**src/ifd_pkg.sv**
```systemverilog
// shared types and constants for the interleaved frame deframer
package ifd_pkg;

	localparam logic [7:0] MARKER_BYTE = 8'h24;

	localparam logic [2:0] PH_HUNT    = 3'd0;
	localparam logic [2:0] PH_CHAN    = 3'd1;
	localparam logic [2:0] PH_LEN_HI  = 3'd2;
	localparam logic [2:0] PH_LEN_LO  = 3'd3;
	localparam logic [2:0] PH_PAYLOAD = 3'd4;

	localparam logic [1:0] EV_DATA     = 2'd0;
	localparam logic [1:0] EV_FRAMING  = 2'd1;
	localparam logic [1:0] EV_OVERSIZE = 2'd2;

	localparam logic [1:0] REG_DATA_CHANNEL    = 2'd0;
	localparam logic [1:0] REG_CONTROL_CHANNEL = 2'd1;
	localparam logic [1:0] REG_MAX_PAYLOAD     = 2'd2;

	localparam logic [7:0]  RST_DATA_CHANNEL    = 8'd0;
	localparam logic [7:0]  RST_CONTROL_CHANNEL = 8'd1;
	localparam logic [15:0] RST_MAX_PAYLOAD     = 16'd4092;

	localparam int QDEPTH = 4;
	localparam int QPTR_W = $clog2(QDEPTH);
	localparam int QCNT_W = $clog2(QDEPTH + 1);

	typedef struct packed {
		logic [1:0]  event_res;
		logic [7:0]  out_byte;
		logic        is_last;
		logic [15:0] frame_length;
	} ifd_res_t;

	typedef struct packed {
		logic full;
		logic empty;
	} ifd_q_stat_t;

endpackage

```
**src/ifd_ifs.sv**
```systemverilog
// stream, result and configuration channel interfaces
interface ifd_byte_if;
	logic       valid;
	logic       ready;
	logic [7:0] in_byte;
	modport source (output valid, output in_byte, input ready);
	modport sink (input valid, input in_byte, output ready);
endinterface

interface ifd_res_if;
	logic        valid;
	logic        ready;
	logic [1:0]  event_res;
	logic [7:0]  out_byte;
	logic        is_last;
	logic [15:0] frame_length;
	modport source (output valid, output event_res, output out_byte, output is_last,
		output frame_length, input ready);
	modport sink (input valid, input event_res, input out_byte, input is_last,
		input frame_length, output ready);
endinterface

interface ifd_cfg_if;
	logic        valid;
	logic        ready;
	logic [1:0]  index;
	logic [15:0] data;
	modport source (output valid, output index, output data, input ready);
	modport sink (input valid, input index, input data, output ready);
endinterface

```
**src/ifd_front.sv**
```systemverilog
// front end: frame header parser, config registers and result classification
module ifd_front
	import ifd_pkg::*;
(
	input  logic        clk,
	input  logic        arst_n,
	ifd_byte_if.sink    stream,
	ifd_cfg_if.sink     cfg,
	input  ifd_q_stat_t stat,
	output logic        push,
	output ifd_res_t    push_res
);

	logic [7:0]  data_channel_q;
	logic [7:0]  control_channel_q;
	logic [15:0] max_payload_q;

	logic [2:0]  phase_q;
	logic [7:0]  frame_channel_q;
	logic [15:0] length_word_q;
	logic [15:0] bytes_left_q;

	logic [2:0]  phase_d;
	logic [7:0]  frame_channel_d;
	logic [15:0] length_word_d;
	logic [15:0] bytes_left_d;
	logic        emit;
	logic        accept;
	logic [15:0] len_full;
	logic [15:0] left_dec;

	assign stream.ready = !stat.full;
	assign cfg.ready    = 1'b1;
	assign accept       = stream.valid && stream.ready;
	assign len_full     = {length_word_q[15:8], stream.in_byte};
	assign left_dec     = bytes_left_q - 16'd1;

	always_comb begin
		phase_d         = phase_q;
		frame_channel_d = frame_channel_q;
		length_word_d   = length_word_q;
		bytes_left_d    = bytes_left_q;
		emit            = 1'b0;
		push_res        = '0;
		unique case (phase_q)
			PH_CHAN: begin
				frame_channel_d = stream.in_byte;
				phase_d         = PH_LEN_HI;
			end
			PH_LEN_HI: begin
				length_word_d = {stream.in_byte, 8'h00};
				phase_d       = PH_LEN_LO;
			end
			PH_LEN_LO: begin
				length_word_d = len_full;
				if (len_full > max_payload_q) begin
					phase_d                = PH_HUNT;
					bytes_left_d           = '0;
					emit                   = 1'b1;
					push_res.event_res     = EV_OVERSIZE;
					push_res.frame_length  = len_full;
				end else if (len_full == 16'd0) begin
					phase_d      = PH_HUNT;
					bytes_left_d = '0;
				end else begin
					bytes_left_d = len_full;
					phase_d      = PH_PAYLOAD;
				end
			end
			PH_PAYLOAD: begin
				bytes_left_d = left_dec;
				if (left_dec == 16'd0) begin
					phase_d = PH_HUNT;
				end
				// data channel wins when it matches the control channel too
				if (frame_channel_q == data_channel_q) begin
					emit                  = 1'b1;
					push_res.event_res    = EV_DATA;
					push_res.out_byte     = stream.in_byte;
					push_res.is_last      = (left_dec == 16'd0);
					push_res.frame_length = length_word_q;
				end
			end
			default: begin
				// hunting, and any unused phase code
				if (stream.in_byte == MARKER_BYTE) begin
					phase_d = PH_CHAN;
				end else begin
					phase_d            = PH_HUNT;
					emit               = 1'b1;
					push_res.event_res = EV_FRAMING;
					push_res.out_byte  = stream.in_byte;
				end
			end
		endcase
	end

	assign push = accept && emit;

	always_ff @(posedge clk or negedge arst_n) begin
		if (!arst_n) begin
			phase_q         <= PH_HUNT;
			frame_channel_q <= '0;
			length_word_q   <= '0;
			bytes_left_q    <= '0;
		end else if (accept) begin
			phase_q         <= phase_d;
			frame_channel_q <= frame_channel_d;
			length_word_q   <= length_word_d;
			bytes_left_q    <= bytes_left_d;
		end
	end

	always_ff @(posedge clk or negedge arst_n) begin
		if (!arst_n) begin
			data_channel_q    <= RST_DATA_CHANNEL;
			control_channel_q <= RST_CONTROL_CHANNEL;
			max_payload_q     <= RST_MAX_PAYLOAD;
		end else if (cfg.valid && cfg.ready) begin
			unique case (cfg.index)
				REG_DATA_CHANNEL:    data_channel_q    <= cfg.data[7:0];
				REG_CONTROL_CHANNEL: control_channel_q <= cfg.data[7:0];
				REG_MAX_PAYLOAD:     max_payload_q     <= cfg.data;
				default: begin
				end
			endcase
		end
	end

	// control channel payload is dropped like any other non-data channel
	logic unused_ctrl;
	assign unused_ctrl = ^control_channel_q;

endmodule

```
**src/ifd_fifo.sv**
```systemverilog
// short result queue between front and back
module ifd_fifo
	import ifd_pkg::*;
(
	input  logic        clk,
	input  logic        arst_n,
	input  logic        push,
	input  ifd_res_t    push_res,
	input  logic        pop,
	output ifd_res_t    head,
	output ifd_q_stat_t stat
);

	ifd_res_t          mem_q [QDEPTH];
	logic [QPTR_W-1:0] wr_ptr_q;
	logic [QPTR_W-1:0] rd_ptr_q;
	logic [QCNT_W-1:0] count_q;

	function automatic logic [QPTR_W-1:0] ptr_inc(input logic [QPTR_W-1:0] p);
		logic [QPTR_W-1:0] r;
		r = (p == QPTR_W'(QDEPTH - 1)) ? '0 : p + 1'b1;
		return r;
	endfunction

	assign stat.full  = (count_q == QCNT_W'(QDEPTH));
	assign stat.empty = (count_q == '0);
	assign head       = mem_q[rd_ptr_q];

	always_ff @(posedge clk) begin
		if (push) begin
			mem_q[wr_ptr_q] <= push_res;
		end
	end

	always_ff @(posedge clk or negedge arst_n) begin
		if (!arst_n) begin
			wr_ptr_q <= '0;
			rd_ptr_q <= '0;
			count_q  <= '0;
		end else begin
			if (push) begin
				wr_ptr_q <= ptr_inc(wr_ptr_q);
			end
			if (pop) begin
				rd_ptr_q <= ptr_inc(rd_ptr_q);
			end
			if (push && !pop) begin
				count_q <= count_q + 1'b1;
			end else if (pop && !push) begin
				count_q <= count_q - 1'b1;
			end
		end
	end

endmodule

```
**src/ifd_back.sv**
```systemverilog
// back end: output register fed from the result queue
module ifd_back
	import ifd_pkg::*;
(
	input  logic         clk,
	input  logic         arst_n,
	input  ifd_q_stat_t  stat,
	input  ifd_res_t     head,
	output logic         pop,
	ifd_res_if.source    result
);

	logic     out_valid_q;
	ifd_res_t out_res_q;

	assign pop = !stat.empty && (!out_valid_q || result.ready);

	always_ff @(posedge clk or negedge arst_n) begin
		if (!arst_n) begin
			out_valid_q <= 1'b0;
		end else if (pop) begin
			out_valid_q <= 1'b1;
		end else if (result.ready) begin
			out_valid_q <= 1'b0;
		end
	end

	always_ff @(posedge clk) begin
		if (pop) begin
			out_res_q <= head;
		end
	end

	assign result.valid        = out_valid_q;
	assign result.event_res    = out_res_q.event_res;
	assign result.out_byte     = out_res_q.out_byte;
	assign result.is_last      = out_res_q.is_last;
	assign result.frame_length = out_res_q.frame_length;

endmodule

```
**src/interleaved_frame_deframer_core.sv**
```systemverilog
// top level of the interleaved frame deframer
// a result is registered in the result queue and then in the output register
// throughput: one byte per cycle unless the queue is full, set by the header parser
// a four-entry result queue lets the stream keep flowing while the output stalls
// reset: parser hunts for the marker, registers take their defaults, queue is empty
module interleaved_frame_deframer_core
	import ifd_pkg::*;
(
	input  logic      clk,
	input  logic      arst_n,
	ifd_byte_if.sink  stream,
	ifd_res_if.source result,
	ifd_cfg_if.sink   cfg
);

	ifd_q_stat_t stat;
	ifd_res_t    push_res;
	ifd_res_t    head;
	logic        push;
	logic        pop;

	ifd_front u_front (
		.clk      (clk),
		.arst_n   (arst_n),
		.stream   (stream),
		.cfg      (cfg),
		.stat     (stat),
		.push     (push),
		.push_res (push_res)
	);

	ifd_fifo u_fifo (
		.clk      (clk),
		.arst_n   (arst_n),
		.push     (push),
		.push_res (push_res),
		.pop      (pop),
		.head     (head),
		.stat     (stat)
	);

	ifd_back u_back (
		.clk    (clk),
		.arst_n (arst_n),
		.stat   (stat),
		.head   (head),
		.pop    (pop),
		.result (result)
	);

	a_no_push_full: assert property (@(posedge clk) disable iff (!arst_n)
		push |-> !stat.full)
		else $error("result pushed into a full queue");

	a_no_pop_empty: assert property (@(posedge clk) disable iff (!arst_n)
		pop |-> !stat.empty)
		else $error("result popped from an empty queue");

	a_framing_fields: assert property (@(posedge clk) disable iff (!arst_n)
		push && (push_res.event_res == EV_FRAMING) |->
			(push_res.frame_length == 16'd0) && !push_res.is_last)
		else $error("framing error result carries frame fields");

	a_pop_loads_out: assert property (@(posedge clk) disable iff (!arst_n)
		pop |=> result.valid)
		else $error("queue pop did not fill the output register");

endmodule
```
**src/flat_wrapper.sv**
```systemverilog
// flat-port wrapper written by rule: the top's interface ports become plain ports
module interleaved_frame_deframer_core_flat import ifd_pkg::*;
  (clk, arst_n, stream_valid, stream_in_byte, stream_ready, result_valid, result_event_res, result_out_byte, result_is_last, result_frame_length, result_ready, cfg_valid, cfg_index, cfg_data, cfg_ready);
  ifd_byte_if stream_i ();
  ifd_res_if result_i ();
  ifd_cfg_if cfg_i ();
  input  logic clk;
  input  logic arst_n;
  input wire logic [$bits(stream_i.valid)-1:0] stream_valid;
  input wire logic [$bits(stream_i.in_byte)-1:0] stream_in_byte;
  output wire logic [$bits(stream_i.ready)-1:0] stream_ready;
  output wire logic [$bits(result_i.valid)-1:0] result_valid;
  output wire logic [$bits(result_i.event_res)-1:0] result_event_res;
  output wire logic [$bits(result_i.out_byte)-1:0] result_out_byte;
  output wire logic [$bits(result_i.is_last)-1:0] result_is_last;
  output wire logic [$bits(result_i.frame_length)-1:0] result_frame_length;
  input wire logic [$bits(result_i.ready)-1:0] result_ready;
  input wire logic [$bits(cfg_i.valid)-1:0] cfg_valid;
  input wire logic [$bits(cfg_i.index)-1:0] cfg_index;
  input wire logic [$bits(cfg_i.data)-1:0] cfg_data;
  output wire logic [$bits(cfg_i.ready)-1:0] cfg_ready;
  assign stream_i.valid = stream_valid;
  assign stream_i.in_byte = stream_in_byte;
  assign stream_ready = stream_i.ready;
  assign result_valid = result_i.valid;
  assign result_event_res = result_i.event_res;
  assign result_out_byte = result_i.out_byte;
  assign result_is_last = result_i.is_last;
  assign result_frame_length = result_i.frame_length;
  assign result_i.ready = result_ready;
  assign cfg_i.valid = cfg_valid;
  assign cfg_i.index = cfg_index;
  assign cfg_i.data = cfg_data;
  assign cfg_ready = cfg_i.ready;
  interleaved_frame_deframer_core u_core (.clk(clk), .arst_n(arst_n), .stream(stream_i), .result(result_i), .cfg(cfg_i));
endmodule
```
**config.mk**
```make
export PLATFORM = sky130hd
export DESIGN_NAME = interleaved_frame_deframer_core_flat
export DESIGN_NICKNAME = d
export VERILOG_FILES = /design/src/ifd_pkg.sv /design/src/ifd_ifs.sv /design/src/ifd_front.sv /design/src/ifd_fifo.sv /design/src/ifd_back.sv /design/src/interleaved_frame_deframer_core.sv /design/src/flat_wrapper.sv
export SDC_FILE = /design/constraint.sdc
export NUM_CORES = 1
export LEC_CHECK = 0
export BUFFER_PORTS_ARGS = -buffer_cell sky130_fd_sc_hd__buf_2
export CAP_MARGIN = 20
export CELL_PAD_IN_SITES_DETAIL_PLACEMENT = 1
export CELL_PAD_IN_SITES_GLOBAL_PLACEMENT = 2
export CORE_ASPECT_RATIO = 1.4
export CORE_MARGIN = 2
export CORE_UTILIZATION = 44
export DETAILED_ROUTE_END_ITERATION = 8
export GPL_TIMING_DRIVEN = 0
export PLACE_DENSITY_LB_ADDON = 0.1
export SLEW_MARGIN = 10
export SYNTH_ARGS = -nofsm -noshare
export SYNTH_HDL_FRONTEND = slang
export SYNTH_SLANG_ARGS = --single-unit
```
**constraint.sdc**
```tcl
create_clock -name clk -period 3.92 [get_ports clk]
set_input_delay 0 -clock clk [delete_from_list [all_inputs] [get_ports clk]]
set_output_delay 0 -clock clk [all_outputs]
set_load 0.02 [all_outputs]
```
==> impl_metrics.csv, run 1 <==
group,metric,value,unit
critical_path,crit_start,"u_core.u_front.length_word_q[14]",
place,numPortBuffers,59,
sta,finalCritPeriodShare,93.1,%
critical_path,critPathArrivalTime,4040,ps
synth,ys_warn_count,0,
critical_path,r2r-start,"u_core.u_front.length_word_q[14]",
synth,synthFlopType,"edfxtp_1",
sta,finalSetupViolCount,0,
sta,setup-tns-final,0,ps
critical_path,reg2reg_slack,270,ps
cts,clockBufferDepth,3,
cts,cts_tree,"built",
grt,grt_use_total,19.8,%
cts,postCtsSetupRepairBufs,0,
sta,rsz0062_at_grt,"no",
cts,numCtsBuffers,22,
routing,ant_nets,0,
power_and_ir_drop,power_density,567,nW/um^2
cts,cts_root_buffer,"clkbuf_16",
layout,final_cell_area,10900,sq um
place,place_ws,46.4,ps
critical_path,worstPathRequired,4310,ps
die,io_pins,61,
synth,syn_inst,592,
routing,avgRoutedWirePerCell,21.5,um
grt,grt_start_max_net_pins,39,
sta,hold_viol,0,
critical_path,reg2reg_to,"u_core.u_fifo.count_q[1]",
routing,num_vias,5494,
run,max_cap_viol_count,0,
status,status,"complete, no violations",
synth,synth_edf_count,135,
place,place_congestion,0.830,
layout,layout_commonest_cell,"edfxtp_1",
sta,fin_hold_ws,15.8,ps
sta,fmax,0.274,GHz
synth,ys_seq_elements,210,
die,dieArea,21800,sq um
layout,syn_to_final_growth,20.0,%
die,fp.dieH,174,um
place,placed_cell_area,9850,sq um
layout,layout_common_cells,"edfxtp_1, dfrtp_1, buf_2",
layout,regArea,5940,sq um
grt,grt_antenna_before_repair,0,
grt,overflow,0,
critical_path,crit_type,"reg -> reg",
synth,seq_area_frac_synth,65.6,%
hold_path,hold_class,"in -> async",
routing,via_per_inst,5.58,
synth,synth.cell_area,9060,sq um
layout,n_fill_cell,1978,
routing,dr.pass1.iters,6,
layout,n_antenna_cell,0,
synth,synthArstFlopShare,35.7,%
grt,grt_pass1_wl,33800,um
place,dp_hpwl,14400,um
layout,multi_input_area,2990,sq um
sta,worst_pin_slew,1020,ps
grt,grt_pass1_vias,6054,
layout,drive_gt1_share,27.4,%
cts,clkLatencyLatePin,500,ps
routing,routed_wirelength,21200,um
synth,synth_fp_nets,648,
synth,synth_area_per_cell,15.3,sq um
critical_path,end_kind,"register",
power_and_ir_drop,total_power,6.16,mW
die,core_area,20400,sq um
sta,fin_ws,269,ps
die,die_w,125,um
routing,drt_iter0_drc,299,
critical_path,startpoint_type,"register",
power_and_ir_drop,p_leak,4.18,nW
synth,yosysUniqueCellTypes,55,
sta,relSlewSlack,32.2,%
critical_path,worstRegToRegCells,11,
critical_path,path_max_fanout,7,
routing,drc,0,
cts,htreeDepth,1,
layout,nets,769,
die,initial_core_util,44.4,%
sta,slew_violations,0,
power_and_ir_drop,vdd_ir_drop_max,0.356,mV
die,num_rows,62,
sta,skew,13.6,ps
cts,clock-sinks,210,
sta,period_needed,3650,ps
cts,path_clk_slew,60,ps
[layout make-up]
| cell class | instances | share of cell area (%) |
|---|---|---|
| Inverter | 26 | 0.897 |
| Timing Repair Buffer | 97 | 6.74 |
| Buffer | 21 | 0.805 |
| Tap cell | 256 | 2.94 |
| Sequential cell | 210 | 54.6 |
| Clock buffer | 31 | 5.75 |
| Multi-Input combinational cell | 335 | 27.5 |
| Clock inverter | 9 | 0.748 |
[Yosys cell counts, types with 2 or more instances]
cell        n  area, sq um
o21a_1      9         67.6
nand2b_1    4         25.0
or2_2       2         12.5
clkbuf_1   13         48.8
o31ai_1     3         22.5
xnor2_1     8         70.1
a311oi_1    4         35.0
nor2b_1     7         43.8
edfxtp_1  135         4050
and3_1      3         18.8
nor2_1     27          101
nand3b_1    2         15.0
or3b_2      2         17.5
nand3_1     7         35.0
inv_1      26         97.6
a221o_1    12          120
dfstp_2    10          263
or3_1       2         12.5
a22o_1     10         87.6
dfrtp_1    65         1630
buf_1       3         11.3
or4_1       7         52.6
nor3_1      8         40.0
nor4_1      3         18.8
nand2_1    27          101
ha_1       24          300
a21oi_1    24          120
mux2_2     45          507
mux4_2     27          608
xor2_1      7         61.3
nand4_1     6         37.5
a21o_1      3         22.5
and2_1     11         68.8
o21ai_0    18         90.1
o22a_1      2         17.5
a31oi_1     2         12.5
o22ai_1     3         18.8
buf_2       4         20.0
[worst max-delay path by stage]
stage                                  to  slack [ps]  cells after the start
2_1_floorplan   u_core.u_fifo.mem_q[0][0]         480                      8
3_3_place_gp   u_core.u_fifo.mem_q[0][12]       -1010                      7
3_5_place_dp     u_core.u_fifo.count_q[1]          50                     11
4_1_cts          u_core.u_fifo.count_q[1]          30                     11
5_1_grt          u_core.u_fifo.count_q[2]          60                     13
6_report         u_core.u_fifo.count_q[1]         270                     11
[layer usage]
metal / track usage [%] / up-vias / wire, um
met1: 24.4 / 2834 / 8630
met5: 0 / - / 0
met4: 4.86 / 0 / 336
li1: - / 2519 / -
met3: 2.44 / 23 / 728
met2: 36.8 / 118 / 11500
[registers in the layout, indices dropped and copies added (netlist names), 3 cells and up]
register,count
u_core.u_front.data_channel_q,8
u_core.u_front.phase_q,3
u_core.u_front.frame_channel_q,8
u_core.u_front.bytes_left_q,16
u_core.u_front.max_payload_q,16
u_core.u_fifo.count_q,3
u_core.u_front.length_word_q,16
u_core.u_back.result.out_byte,8
u_core.u_back.result.frame_length,16
u_core.u_fifo.mem_q,108
[critical path, stage by stage (launching register included)]
cell      delay, ps
dfrtp_1         560
ha_1            320
nand4_1         190
nor3_1          100
a21boi_0        160
o41ai_4         590
o22a_1          550
inv_1           100
ha_1            230
inv_1            80
fa_1            410
mux2_2          270
[stage by stage]
step,util (%),cells
floorplan,-,592
global placement,47.4,907
detailed placement,48.3,914
CTS,53.3,985
global route,53.3,985
finish,53.3,985
[repair_timing]
item / in CTS / in global routing
endpoints found under the setup margin: 0 / 2
gates resized for setup: 0 / 1
endpoints found under the hold margin: 126 / 0
hold buffers: 31 / 0
[report_power, final]
group          switching [mW]  internal, mW  leakage, nW
combinational           0.739         0.622         1.65
sequential              0.125          2.66         2.19
clock                   0.837          1.19        0.341
[logic make-up (layout without fill, tap and decap cells)]
kind of cell / after synthesis / count (layout) / share of synthesized area [%]
AO/OA/AOI/OAI: 97 / 97 / 7.51
XOR/XNOR: 15 / 15 / 1.45
adder cells (fa/ha/maj): 25 / 25 / 3.53
buffers and inverters: 47 / 184 / 2.04
flip-flops: 210 / 210 / 65.6
multiplexers: 73 / 73 / 12.4
other: 1 / 1 / 0.0414
AND/OR/NAND/NOR: 124 / 124 / 7.44
Note: power is estimated with default switching activity, not from simulation.
==> inputs of run 2 (changes only) <==
Settings changed: CORE_ASPECT_RATIO 1.4 to default.
==> run 2 against run 1 <==
  * Worst setup slack improved by 83 ps
  * Flip-flop and latch count did not move
  * Worst hold slack improved by 20 ps
  * Critical path depth did not move
  * Largest power group unchanged
  * Power rose by 0.76%
  * Sequential share of layout area barely moved
  * Cell area barely moved
  * Clock skew fell by 4.6 ps
  * Count of clock-buffer cells in the layout fell by 3
  * Via count barely moved
==> impl_metrics.csv, run 2 (same netlist as run 1, synthesis figures left out) <==
group,metric,value,unit
layout,nets,767,
power_and_ir_drop,power_density,571,nW/um^2
routing,num_vias,5493,
sta,finalSetupViolCount,0,
cts,postCtsSetupRepairBufs,0,
sta,fin_ws,351,ps
critical_path,reg2reg_to,"u_core.u_fifo.count_q[1]",
sta,fmax,0.280,GHz
layout,layout_common_cells,"edfxtp_1, dfrtp_1, buf_2",
die,fp.dieH,148,um
place,placed_cell_area,9870,sq um
grt,grt_antenna_before_repair,0,
sta,finalCritPeriodShare,91.0,%
sta,relSlewSlack,36.4,%
critical_path,crit_type,"reg -> reg",
layout,multi_input_area,2990,sq um
cts,htreeDepth,1,
cts,numCtsBuffers,23,
cts,cts_root_buffer,"clkbuf_16",
sta,skew,9.03,ps
routing,dr.pass1.iters,4,
status,status,"complete, no violations",
place,dp_hpwl,13900,um
critical_path,worstPathRequired,4300,ps
die,dieArea,21800,sq um
die,die_w,148,um
sta,worst_pin_slew,954,ps
layout,drive_gt1_share,27.0,%
die,io_pins,61,
grt,grt_pass1_wl,34200,um
cts,clockBufferDepth,3,
cts,cts_tree,"built",
grt,overflow,0,
power_and_ir_drop,p_leak,4.17,nW
layout,n_antenna_cell,0,
critical_path,reg2reg_slack,350,ps
cts,clock-sinks,210,
die,initial_core_util,44.8,%
hold_path,hold_class,"in -> async",
critical_path,startpoint_type,"register",
die,num_rows,52,
cts,path_clk_slew,60,ps
grt,grt_start_max_net_pins,40,
layout,largest_reg_flops,108,
routing,drt_iter0_drc,247,
critical_path,r2r-start,"u_core.u_front.length_word_q[13]",
layout,regArea,5940,sq um
run,max_cap_viol_count,0,
layout,layout_commonest_cell,"edfxtp_1",
critical_path,critPathArrivalTime,3950,ps
die,core_area,20200,sq um
sta,rsz0062_at_grt,"no",
layout,n_fill_cell,1973,
cts,clkLatencyLatePin,500,ps
routing,ant_nets,0,
place,numPortBuffers,59,
place,place_ws,157,ps
layout,syn_to_final_growth,19.9,%
critical_path,path_max_fanout,7,
sta,setup-tns-final,0,ps
layout,final_cell_area,10900,sq um
critical_path,end_kind,"register",
place,place_congestion,0.874,
power_and_ir_drop,vdd_ir_drop_max,0.300,mV
routing,drc,0,
routing,avgRoutedWirePerCell,21.2,um
sta,period_needed,3570,ps
layout,largest_register,"u_core.u_fifo.mem_q",
sta,slew_violations,0,
grt,grt_use_total,20.1,%
sta,fin_hold_ws,35.5,ps
sta,hold_viol,0,
critical_path,worstRegToRegCells,11,
power_and_ir_drop,total_power,6.21,mW
grt,grt_pass1_vias,6175,
routing,routed_wirelength,21100,um
routing,via_per_inst,5.52,
-- run 2: stage by stage --
step	instances	utilization, %
after floorplan	592	-
after global placement	921	47.9
after detailed placement	928	48.8
after CTS	996	53.7
after global routing	996	53.7
final	996	53.7
-- run 2: layout make-up --
| cell class | count | share of cell area (%) |
|---|---|---|
| Timing Repair Buffer | 94 | 6.49 |
| Tap cell | 270 | 3.11 |
| Clock buffer | 28 | 5.56 |
| Buffer | 21 | 0.806 |
| Sequential cell | 210 | 54.7 |
| Multi-Input combinational cell | 335 | 27.5 |
| Clock inverter | 12 | 0.978 |
| Inverter | 26 | 0.898 |
-- run 2: timing repair --
item | CTS | global route
hold buffers | 28 | 0
gates resized for setup | 0 | 1
hold endpoints to repair | 127 | 0
setup endpoints to repair | 0 | 1
-- run 2: worst max-delay path by stage --
stage / start / endpoint / slack [ps] / cells past startpoint
after floorplan: u_core.u_front.max_payload_q[11] / u_core.u_fifo.mem_q[0][0] / 480 / 8
after global placement: u_core.u_front.length_word_q[14] / u_core.u_fifo.mem_q[0][16] / -880 / 7
after detailed placement: u_core.u_front.length_word_q[14] / u_core.u_fifo.count_q[1] / 160 / 11
after CTS: u_core.u_front.length_word_q[13] / u_core.u_fifo.count_q[1] / 130 / 11
after global routing: u_core.u_front.length_word_q[13] / u_core.u_fifo.count_q[2] / 130 / 13
final: u_core.u_front.length_word_q[13] / u_core.u_fifo.count_q[1] / 350 / 11
-- run 2: per-layer routing --
| metal | GRT usage [%] | part of all wire (%) | vias to the layer above |
|---|---|---|---|
| met3 | 2.62 | 3.0 | 26 |
| li1 | - | - | 2507 |
| met4 | 4.52 | 1.8 | 0 |
| met1 | 27.0 | 45 | 2861 |
| met5 | 0 | 0 | - |
| met2 | 35.2 | 50 | 99 |
-- run 2: power by group --
| group | internal (mW) | switching (mW) |
|---|---|---|
| clock | 1.22 | 0.854 |
| combinational | 0.619 | 0.740 |
| sequential | 2.66 | 0.123 |
| total | 4.49 | 1.72 |
-- run 2: worst max-delay path, stage by stage, from the launching register on --
cell and delay (ps):
dfrtp_1 490, ha_1 350, nand4_1 170, nor3_1 100
a21boi_0 160, o41ai_4 570, o22a_1 530, inv_1 90
ha_1 220, inv_1 70, fa_1 410, mux2_2 270
